File: src/hdl/rgb_to_hsl_converter_assert.svh
// ----------------------------------------------------------------------------
// RGB to HSL converter assertion macros
// Shared property macros for the converter's concurrent checks. Each macro
// expects clk and rst_n to be visible where it is used.
// ----------------------------------------------------------------------------
`ifndef RGB_TO_HSL_CONVERTER_ASSERT_SVH
`define RGB_TO_HSL_CONVERTER_ASSERT_SVH

// The consequent must hold in the same cycle as the antecedent.
`define RGBHSL_ASSERT_SAME(label, ante, cons) \
  label: assert property (@(posedge clk) disable iff (!rst_n) (ante) |-> (cons)) \
    else $error("rgb_to_hsl_converter: same-cycle check failed");

// The consequent must hold in the cycle after the antecedent.
`define RGBHSL_ASSERT_NEXT(label, ante, cons) \
  label: assert property (@(posedge clk) disable iff (!rst_n) (ante) |=> (cons)) \
    else $error("rgb_to_hsl_converter: next-cycle check failed");

`endif

File: src/hdl/rgbhsl_pkg.sv
// ----------------------------------------------------------------------------
// RGB to HSL converter package
// Payload types, divider request and response types, and fixed constants.
// ----------------------------------------------------------------------------
package rgbhsl_pkg;

  localparam int NUM_W = 18;
  localparam int DEN_W = 9;
  localparam int QUO_W = 9;

  localparam logic [2:0] SECTOR_RED   = 3'd0;
  localparam logic [2:0] SECTOR_GREEN = 3'd2;
  localparam logic [2:0] SECTOR_BLUE  = 3'd4;
  localparam logic [2:0] SECTOR_WRAP  = 3'd6;

  localparam logic [8:0] HUE_FULL   = 9'd360;
  localparam logic [8:0] FULL_SCALE = 9'd255;
  localparam logic [8:0] SUM_MAX    = 9'd510;

  typedef struct packed {
    logic [7:0] red;
    logic [7:0] green;
    logic [7:0] blue;
  } pixel_t;

  typedef struct packed {
    logic [8:0] hue_degrees;
    logic [8:0] lightness_sum;
    logic [7:0] saturation_frac;
  } hsl_t;

  typedef struct packed {
    logic [NUM_W-1:0] hue_num;
    logic [DEN_W-1:0] hue_den;
    logic [NUM_W-1:0] sat_num;
    logic [DEN_W-1:0] sat_den;
    logic [8:0]       sum;
    logic             grey;
  } div_req_t;

  typedef struct packed {
    logic [QUO_W-1:0] hue_quo;
    logic [QUO_W-1:0] sat_quo;
    logic [8:0]       sum;
    logic             grey;
  } div_rsp_t;

endpackage

File: src/hdl/rgbhsl_div.sv
// ----------------------------------------------------------------------------
// RGB to HSL dual divider pipeline
// Two restoring dividers in lockstep, one quotient bit per register stage,
// with the sideband fields and a valid bit carried along each stage.
// ----------------------------------------------------------------------------
module rgbhsl_div (
  input  logic                clk,
  input  logic                rst_n,
  input  logic                en,
  input  logic                req_valid,
  input  rgbhsl_pkg::div_req_t req,
  output logic                rsp_valid,
  output rgbhsl_pkg::div_rsp_t rsp
);

  localparam int STAGES = rgbhsl_pkg::QUO_W;

  typedef struct packed {
    logic [rgbhsl_pkg::NUM_W-1:0] hue_rem;
    logic [rgbhsl_pkg::DEN_W-1:0] hue_den;
    logic [rgbhsl_pkg::QUO_W-1:0] hue_quo;
    logic [rgbhsl_pkg::NUM_W-1:0] sat_rem;
    logic [rgbhsl_pkg::DEN_W-1:0] sat_den;
    logic [rgbhsl_pkg::QUO_W-1:0] sat_quo;
    logic [8:0]                   sum;
    logic                         grey;
  } stage_t;

  stage_t             stage_r   [0:STAGES-1];
  stage_t             stage_nxt [0:STAGES-1];
  stage_t             stage_src [0:STAGES-1];
  logic [STAGES-1:0]  valid_r;
  logic [STAGES-1:0]  valid_src;

  assign stage_src[0].hue_rem = req.hue_num;
  assign stage_src[0].hue_den = req.hue_den;
  assign stage_src[0].hue_quo = '0;
  assign stage_src[0].sat_rem = req.sat_num;
  assign stage_src[0].sat_den = req.sat_den;
  assign stage_src[0].sat_quo = '0;
  assign stage_src[0].sum     = req.sum;
  assign stage_src[0].grey    = req.grey;
  assign valid_src[0]         = req_valid;

  for (genvar s = 0; s < STAGES; s++) begin : g_stage
    localparam int SH = STAGES - 1 - s;

    logic [rgbhsl_pkg::NUM_W-1:0] hue_sub;
    logic [rgbhsl_pkg::NUM_W-1:0] sat_sub;
    logic                         hue_ge;
    logic                         sat_ge;

    if (s > 0) begin : g_link
      assign stage_src[s] = stage_r[s-1];
      assign valid_src[s] = valid_r[s-1];
    end

    assign hue_sub = rgbhsl_pkg::NUM_W'(stage_src[s].hue_den) << SH;
    assign sat_sub = rgbhsl_pkg::NUM_W'(stage_src[s].sat_den) << SH;
    assign hue_ge  = stage_src[s].hue_rem >= hue_sub;
    assign sat_ge  = stage_src[s].sat_rem >= sat_sub;

    always_comb begin
      stage_nxt[s] = stage_src[s];
      stage_nxt[s].hue_quo[SH] = hue_ge;
      stage_nxt[s].sat_quo[SH] = sat_ge;
      if (hue_ge) begin
        stage_nxt[s].hue_rem = stage_src[s].hue_rem - hue_sub;
      end
      if (sat_ge) begin
        stage_nxt[s].sat_rem = stage_src[s].sat_rem - sat_sub;
      end
    end

    always_ff @(posedge clk) begin
      if (!rst_n) begin
        valid_r[s] <= 1'b0;
      end else if (en) begin
        valid_r[s] <= valid_src[s];
      end
    end

    always_ff @(posedge clk) begin
      if (en) begin
        stage_r[s] <= stage_nxt[s];
      end
    end
  end

  assign rsp_valid   = valid_r[STAGES-1];
  assign rsp.hue_quo = stage_r[STAGES-1].hue_quo;
  assign rsp.sat_quo = stage_r[STAGES-1].sat_quo;
  assign rsp.sum     = stage_r[STAGES-1].sum;
  assign rsp.grey    = stage_r[STAGES-1].grey;

endmodule

File: src/hdl/rgb_to_hsl_converter.sv
// ----------------------------------------------------------------------------
// RGB to HSL converter
// Converts one 8-bit RGB pixel per clock, unless the output is held, into hue in
// degrees, the sum of the largest and smallest components, and saturation scaled to 255.
// ----------------------------------------------------------------------------
// Usage: a pixel is transferred on the input channel when in_valid is high
// and in_stall is low; a result is transferred on the output channel when
// out_valid is high and out_stall is low. Each pixel gives exactly one result,
// in order.
// From input transfer to out_valid, three stages find the extremes and build
// the dividends, nine stages resolve one quotient bit each for hue and
// saturation, and the output register wraps the hue and clamps saturation.
// Throughput is one pixel per cycle while the output is not held; it is set by
// the divider pipeline, which takes a new pair of divisions in every stage each enabled cycle.
// Reset clears every valid bit; no result is pending afterward.
// When out_valid is high and out_stall is high, the whole pipeline holds and
// in_stall is raised in the same cycle; no pixel is lost or repeated.
// Empty stages still advance whenever the output is not held.
// ----------------------------------------------------------------------------
`include "rgb_to_hsl_converter_assert.svh"

module rgb_to_hsl_converter (
  input  logic              clk,
  input  logic              rst_n,
  input  logic              in_valid,
  output logic              in_stall,
  input  rgbhsl_pkg::pixel_t in_data,
  output logic              out_valid,
  input  logic              out_stall,
  output rgbhsl_pkg::hsl_t   out_data
);

  logic en;

  logic [7:0]        mx;
  logic [7:0]        mn;
  logic [2:0]        sector;
  logic signed [8:0] tilt;

  logic              v1_r;
  logic [7:0]        d1_r;
  logic [8:0]        sum1_r;
  logic [2:0]        k1_r;
  logic signed [8:0] t1_r;

  logic [10:0]        kd;
  logic signed [11:0] m_s;
  logic [8:0]         den;

  logic              v2_r;
  logic [10:0]       m2_r;
  logic [7:0]        d2_r;
  logic [8:0]        sum2_r;
  logic [8:0]        den2_r;

  logic                 v3_r;
  rgbhsl_pkg::div_req_t req3_nxt;
  rgbhsl_pkg::div_req_t req3_r;

  logic                 div_valid;
  rgbhsl_pkg::div_rsp_t div_rsp;

  logic              out_valid_r;
  rgbhsl_pkg::hsl_t  out_data_r;
  rgbhsl_pkg::hsl_t  out_data_nxt;

  assign en       = !(out_valid_r && out_stall);
  assign in_stall = out_valid_r && out_stall;

  always_comb begin
    mx = in_data.red;
    mn = in_data.red;
    if (in_data.green > mx) begin
      mx = in_data.green;
    end
    if (in_data.blue > mx) begin
      mx = in_data.blue;
    end
    if (in_data.green < mn) begin
      mn = in_data.green;
    end
    if (in_data.blue < mn) begin
      mn = in_data.blue;
    end
    if (in_data.red >= in_data.green && in_data.red >= in_data.blue) begin
      sector = (in_data.green >= in_data.blue) ? rgbhsl_pkg::SECTOR_RED
                                               : rgbhsl_pkg::SECTOR_WRAP;
      tilt   = $signed({1'b0, in_data.green}) - $signed({1'b0, in_data.blue});
    end else if (in_data.green >= in_data.blue) begin
      sector = rgbhsl_pkg::SECTOR_GREEN;
      tilt   = $signed({1'b0, in_data.blue}) - $signed({1'b0, in_data.red});
    end else begin
      sector = rgbhsl_pkg::SECTOR_BLUE;
      tilt   = $signed({1'b0, in_data.red}) - $signed({1'b0, in_data.green});
    end
  end

  always_ff @(posedge clk) begin
    if (!rst_n) begin
      v1_r <= 1'b0;
    end else if (en) begin
      v1_r <= in_valid;
    end
  end

  always_ff @(posedge clk) begin
    if (en) begin
      d1_r   <= mx - mn;
      sum1_r <= {1'b0, mx} + {1'b0, mn};
      k1_r   <= sector;
      t1_r   <= tilt;
    end
  end

  always_comb begin
    case (k1_r)
      rgbhsl_pkg::SECTOR_RED:   kd = '0;
      rgbhsl_pkg::SECTOR_GREEN: kd = {2'b00, d1_r, 1'b0};
      rgbhsl_pkg::SECTOR_BLUE:  kd = {1'b0, d1_r, 2'b00};
      rgbhsl_pkg::SECTOR_WRAP:  kd = {1'b0, d1_r, 2'b00} + {2'b00, d1_r, 1'b0};
      default:                  kd = '0;
    endcase
    m_s = $signed({1'b0, kd}) + 12'(t1_r);
    den = (sum1_r <= rgbhsl_pkg::FULL_SCALE) ? sum1_r : (rgbhsl_pkg::SUM_MAX - sum1_r);
  end

  always_ff @(posedge clk) begin
    if (!rst_n) begin
      v2_r <= 1'b0;
    end else if (en) begin
      v2_r <= v1_r;
    end
  end

  always_ff @(posedge clk) begin
    if (en) begin
      m2_r   <= m_s[10:0];
      d2_r   <= d1_r;
      sum2_r <= sum1_r;
      den2_r <= den;
    end
  end

  always_comb begin
    req3_nxt.hue_num = ({m2_r, 7'd0} - {4'd0, m2_r, 3'd0}) + 18'(d2_r);
    req3_nxt.hue_den = {d2_r, 1'b0};
    req3_nxt.sat_num = ({1'b0, d2_r, 9'd0} - {9'd0, d2_r, 1'b0}) + 18'(den2_r);
    req3_nxt.sat_den = {den2_r[7:0], 1'b0};
    req3_nxt.sum     = sum2_r;
    req3_nxt.grey    = (d2_r == 8'd0);
  end

  always_ff @(posedge clk) begin
    if (!rst_n) begin
      v3_r <= 1'b0;
    end else if (en) begin
      v3_r <= v2_r;
    end
  end

  always_ff @(posedge clk) begin
    if (en) begin
      req3_r <= req3_nxt;
    end
  end

  rgbhsl_div u_div (
    .clk       (clk),
    .rst_n     (rst_n),
    .en        (en),
    .req_valid (v3_r),
    .req       (req3_r),
    .rsp_valid (div_valid),
    .rsp       (div_rsp)
  );

  always_comb begin
    out_data_nxt.lightness_sum = div_rsp.sum;
    if (div_rsp.grey || div_rsp.hue_quo >= rgbhsl_pkg::HUE_FULL) begin
      out_data_nxt.hue_degrees = '0;
    end else begin
      out_data_nxt.hue_degrees = div_rsp.hue_quo;
    end
    if (div_rsp.grey) begin
      out_data_nxt.saturation_frac = '0;
    end else if (div_rsp.sat_quo > rgbhsl_pkg::FULL_SCALE) begin
      out_data_nxt.saturation_frac = rgbhsl_pkg::FULL_SCALE[7:0];
    end else begin
      out_data_nxt.saturation_frac = div_rsp.sat_quo[7:0];
    end
  end

  always_ff @(posedge clk) begin
    if (!rst_n) begin
      out_valid_r <= 1'b0;
    end else if (en) begin
      out_valid_r <= div_valid;
    end
  end

  always_ff @(posedge clk) begin
    if (en) begin
      out_data_r <= out_data_nxt;
    end
  end

  assign out_valid = out_valid_r;
  assign out_data  = out_data_r;

  `RGBHSL_ASSERT_NEXT(a_accept_enters, in_valid && !in_stall, v1_r)
  `RGBHSL_ASSERT_SAME(a_hue_range, out_valid_r, out_data_r.hue_degrees < rgbhsl_pkg::HUE_FULL)
  `RGBHSL_ASSERT_SAME(a_black_grey, out_valid_r && out_data_r.lightness_sum == 9'd0,
                      out_data_r.saturation_frac == 8'd0 && out_data_r.hue_degrees == 9'd0)
  `RGBHSL_ASSERT_SAME(a_white_grey,
                      out_valid_r && out_data_r.lightness_sum == rgbhsl_pkg::SUM_MAX,
                      out_data_r.saturation_frac == 8'd0)

endmodule

File: config.mk
export PLATFORM = sky130hd
export DESIGN_NAME = rgb_to_hsl_converter
export DESIGN_NICKNAME = d
export VERILOG_FILES = /design/src/hdl/rgbhsl_pkg.sv /design/src/hdl/rgbhsl_div.sv /design/src/hdl/rgb_to_hsl_converter.sv
export VERILOG_INCLUDE_DIRS = /design/src /design/src/hdl
export SDC_FILE = /design/constraint.sdc
export NUM_CORES = 2
export LEC_CHECK = 0
export BUFFER_PORTS_ARGS = -buffer_cell sky130_fd_sc_hd__buf_2
export CAP_MARGIN = 15
export CORE_MARGIN = 1
export CORE_UTILIZATION = 35
export DETAILED_ROUTE_END_ITERATION = 10
export SYNTH_ARGS = -nofsm -noshare
export SYNTH_HDL_FRONTEND = slang
export SYNTH_SLANG_ARGS = --single-unit
export TNS_END_PERCENT = 5
File: constraint.sdc
create_clock -name clk -period 52.9 [get_ports clk]
set_clock_uncertainty 0.1 [all_clocks]
set_input_delay 0 -clock clk [delete_from_list [all_inputs] [get_ports clk]]
set_output_delay 0 -clock clk [all_outputs]
set_load 0.1 [all_outputs]
==> impl_summary.md <==
Timing
The number of slew-limit violations in the final report is 0. The aggregate negative setup slack is 0 ns. The slew at the pin closest to its max-slew limit is 1.065 ns. Based on the critical path, the design can be clocked at up to 161.2 MHz. Setup violations remaining at the end of the flow were counted as 0. The routed design could run at a clock period as short as 6.202 ns. The final critical-path setup slack is 46.70 ns. The final-report hold violation count is 0. Setup repair after global routing left no endpoint under its margin. The final clock period utilization by the worst path is 0.1172. In this run the tightest slew margin relative to its limit is 0.2897.

Status
The run finished with clean final reports.

Placed design
Once placement completed, the tool counted placed cells totaling 4232. At the end of routability-driven placement, the weighted congestion stood at 0.8382. The pre-CTS setup slack is 46.85 ns. The post-detailed-placement half-perimeter wirelength is 44.46 mm. The number of buffers added on ports is 55.

Clock network
After clock tree synthesis, the repair step resized 0 gates. Clock latency on the worst-skew pair, taken at its later pin, is 0.64 ns. After clock tree synthesis, the clock-pin slew on the worst setup and hold paths is 0.06 ns. The TritonCTS clock tree is done. The maximum clock insertion buffer count is 3.

The clock drives 714 sinks. Buffers inserted during clock tree synthesis total 80. The H-tree was split into 3 levels. After clock tree synthesis, the setup repair step added 0 buffers. Clock tree synthesis selected as its root buffer the cell sky130_fd_sc_hd__clkbuf_16.

Synthesis
The post-synthesis instance area is 35860 µm². Yosys printed 0 warnings. The post-synthesis cell type count is 84. Of the total synthesized cell area, the portion taken by XOR and XNOR cells is 0.04812.

The portion of netlist area occupied by mux cells is 0.02760. The most common flop cell mapped by yosys is sky130_fd_sc_hd__edfxtp_1. The share of the Yosys chip area taken by registers is 0.5943. The share of synthesized registers carrying an async set or reset is 0. The cell type with the highest aggregate area in the netlist is sky130_fd_sc_hd__edfxtp_1.

The combinational family with the most area after synthesis is compound AO/OA/AOI/OAI gates. In this run, synthesis produced a sequential element count of 714. Counting flops with a built-in enable in the synthesized netlist gives 701. The compound-gate portion of the synthesized area came to 0.1006. Counting every net in the synthesized netlist gives 3129. The average cell area after synthesis is 12.67 µm². Of the total synthesized cell area, the portion taken by full adders, half adders and majority gates is 0.09945.

Ranked by total cell area, the synthesized netlist is headed by sky130_fd_sc_hd__edfxtp_1, sky130_fd_sc_hd__ha_1, sky130_fd_sc_hd__inv_1, sky130_fd_sc_hd__xnor2_1, sky130_fd_sc_hd__a21oi_1. The proportion of netlist area held by the largest area contributor is 0.5870. Synthesis handed over a netlist of 2830 instances.

Of the total synthesized cell area, the portion taken by AND, OR, NAND and NOR gates is 0.09624.

Global route
Summed over all layers, the global routing overflow is 0. The first global-routing pass estimated 102.1 mm of wire. The maximum number of pins on one net before global-route repair is 198.

Across every metal layer, demand over resource in global routing totals 0.1204. The via count of the first global-routing pass is 21040. The initial antenna violation count is 1.

Critical path
The cell repeated most along the worst path is sky130_fd_sc_hd__ha_1. The largest single stage delay on the critical path is 0.60 ns. Along the worst path, the maximum fanout reaches 14. In this run the critical register-to-register path is captured at u_div.stage_r[6][27].

The required time at the endpoint of the critical path is 53.19 ns. The worst setup path is launched from an input port. Measured in cells, the most critical reg-to-reg path has a length of 6. The slowest cell on the critical path is sky130_fd_sc_hd__nor2_2. The register-to-register setup slack is 47.25 ns.

The classification of the worst setup path is input port to register. STA classifies the critical path endpoint as a register. The data arrival time of the worst path is 6.49 ns. The worst register-to-register path begins at out_valid.

Route
The average wire per standard cell is 14.01 µm. The count of TritonRoute iterations in the first routing pass is 5. The total vias in the final route is 20852. For this run, design rule violations remaining after detail routing come to 0.

The first routing iteration left 1032 violations. The routed design has 61.64 mm of wire. In this run the remaining antenna-violating nets after routing total 0. Using the TritonRoute via totals, the vias-per-cell ratio works out to 4.741.

Cells and area
The filler cells instantiated in the layout total 9536. The count of non-filler cells in the finished layout is 4398. The final core area utilization is 0.3993.

In the final design database the tool counted 3266 nets. In the final layout, the share of cells above drive strength 1 is 0.08218. The count of antenna diodes in the layout is 0. Relative to the synthesized area, the layout overhead comes to 13.30%.

Die
The core box area is 101700 µm². The die width is 322.1 µm. The initial cell density of the core is 0.3524.

The number of core rows is 117. The overall die area is 103700 µm². The die is 322.1 µm tall. Pin placement for this block handled 56 I/O pins.

Flow run
The number of violations of the max-capacitance limit is 0.

Worst hold path
The number of cells on the worst hold path is 5. The sink of the worst hold path is sum1_r[8]. The path class of the tightest hold or removal check is input port to register.

The startpoint identified for the worst hold timing path is in_data[23].
-- repair_timing --
action / CTS / global route
hold endpoints to repair: 41 / 0
setup endpoints to repair: 0 / 0
hold buffers: 20 / 0
-- sequential cells by signal, indices dropped and copies added (netlist names), 2 cells and up --
register       count
req3_r            57
out_data          26
d1_r               8
m2_r              11
den2_r             8
t1_r               9
u_div.stage_r    556
d2_r               8
sum2_r             8
k1_r               2
sum1_r             8
u_div.valid_r      8
-- cells in the mapped netlist (all sizes together) (13+ instances only) --
master	instances
ha	249
dfxtp	13
edfxtp	701
mux2	50
a211oi	27
nor3	58
mux2i	41
fa	22
inv	279
nor4	39
clkbuf	25
o21a	34
o21ai	139
a21o	59
nor2	195
nand4	35
nand2b	30
or3	20
nand2	139
o21bai	15
o31ai	19
a21boi	36
xnor2	117
a21oi	152
nand3	25
xor2	80
nor2b	55
and2	18
-- cell usage in the layout, fill, tap and decap left out, types with 35 or more instances in the layout --
cell and instances:
sky130_fd_sc_hd__edfxtp_1 701, sky130_fd_sc_hd__inv_1 276, sky130_fd_sc_hd__ha_1 249, sky130_fd_sc_hd__nor2_1 193
sky130_fd_sc_hd__a21oi_1 150, sky130_fd_sc_hd__nand2_1 138, sky130_fd_sc_hd__o21ai_0 130, sky130_fd_sc_hd__xnor2_1 117
sky130_fd_sc_hd__clkbuf_16 82, sky130_fd_sc_hd__xor2_1 80, sky130_fd_sc_hd__a21o_1 59, sky130_fd_sc_hd__nor3_1 57
sky130_fd_sc_hd__nor2b_1 55, sky130_fd_sc_hd__buf_2 55, sky130_fd_sc_hd__mux2i_1 40, sky130_fd_sc_hd__nor4_1 39
sky130_fd_sc_hd__nand4_1 35
-- cell type report --
cell class / count / area (µm²) / area share
clock buffers: 104 / 2138 / 0.05263
clock inverters: 41 / 462.9 / 0.01140
inverters: 279 / 1047 / 0.02578
multi-input cells: 1801 / 13350 / 0.3285
flip-flops and latches: 714 / 21310 / 0.5245
well taps: 1368 / 1712 / 0.04213
repair buffers: 91 / 608.1 / 0.01497
-- worst max-delay path by stage --
stage / startpoint / end / slack, ns / cells after the start
after global routing: in_data[10] / sum1_r[8] / 46.22 / 25
after global placement: in_data[10] / sum1_r[8] / 46.85 / 28
after floorplan: out_valid / d1_r[0] / 31.51 / 2
after detailed placement: in_data[10] / sum1_r[8] / 46.85 / 28
after CTS: in_data[10] / sum1_r[8] / 46.71 / 25
final: in_data[10] / sum1_r[8] / 46.70 / 25
-- worst max-delay path: cells and delay by family --
family                     cells  cell delay [ns]
AOI/OAI and AO/OA             11             2.29
buffers and inverters          4             1.35
adders and majority gates      4             1.12
and+or+nand+nor                4             1.01
muxes                          2             0.68
-- cell families (layout without fill, tap and decap cells) --
kind of cell             count (synthesis)  count (layout)
AO/OA/AOI/OAI                          559             559
XOR/XNOR                               197             197
adder cells (fa/ha/maj)                272             272
buffers and inverters                  315             515
flip-flops                             714             714
multiplexers                            91              91
AND/OR/NAND/NOR                        682             682
-- layer usage --
layer,up-vias,part of all wire,track usage
met2,260,0.51,0.2229
met4,2,0.037,0.05418
met3,136,0.033,0.02050
met1,9742,0.42,0.1338
li1,10712,-,-
met5,-,0.00016,0
-- per-stage QoR --
step	hold slack, ns	area [µm²]
6_report	0.03808	40630
5_1_grt	0.09198	40630
4_1_cts	0.01852	40620
3_5_place_dp	0.1695	37820
3_3_place_gp	0.1662	37820
2_1_floorplan	0.04743	35860
Power is not shown: default switching activity piles up to over one toggle a cycle in this logic, so the estimate is an artifact.
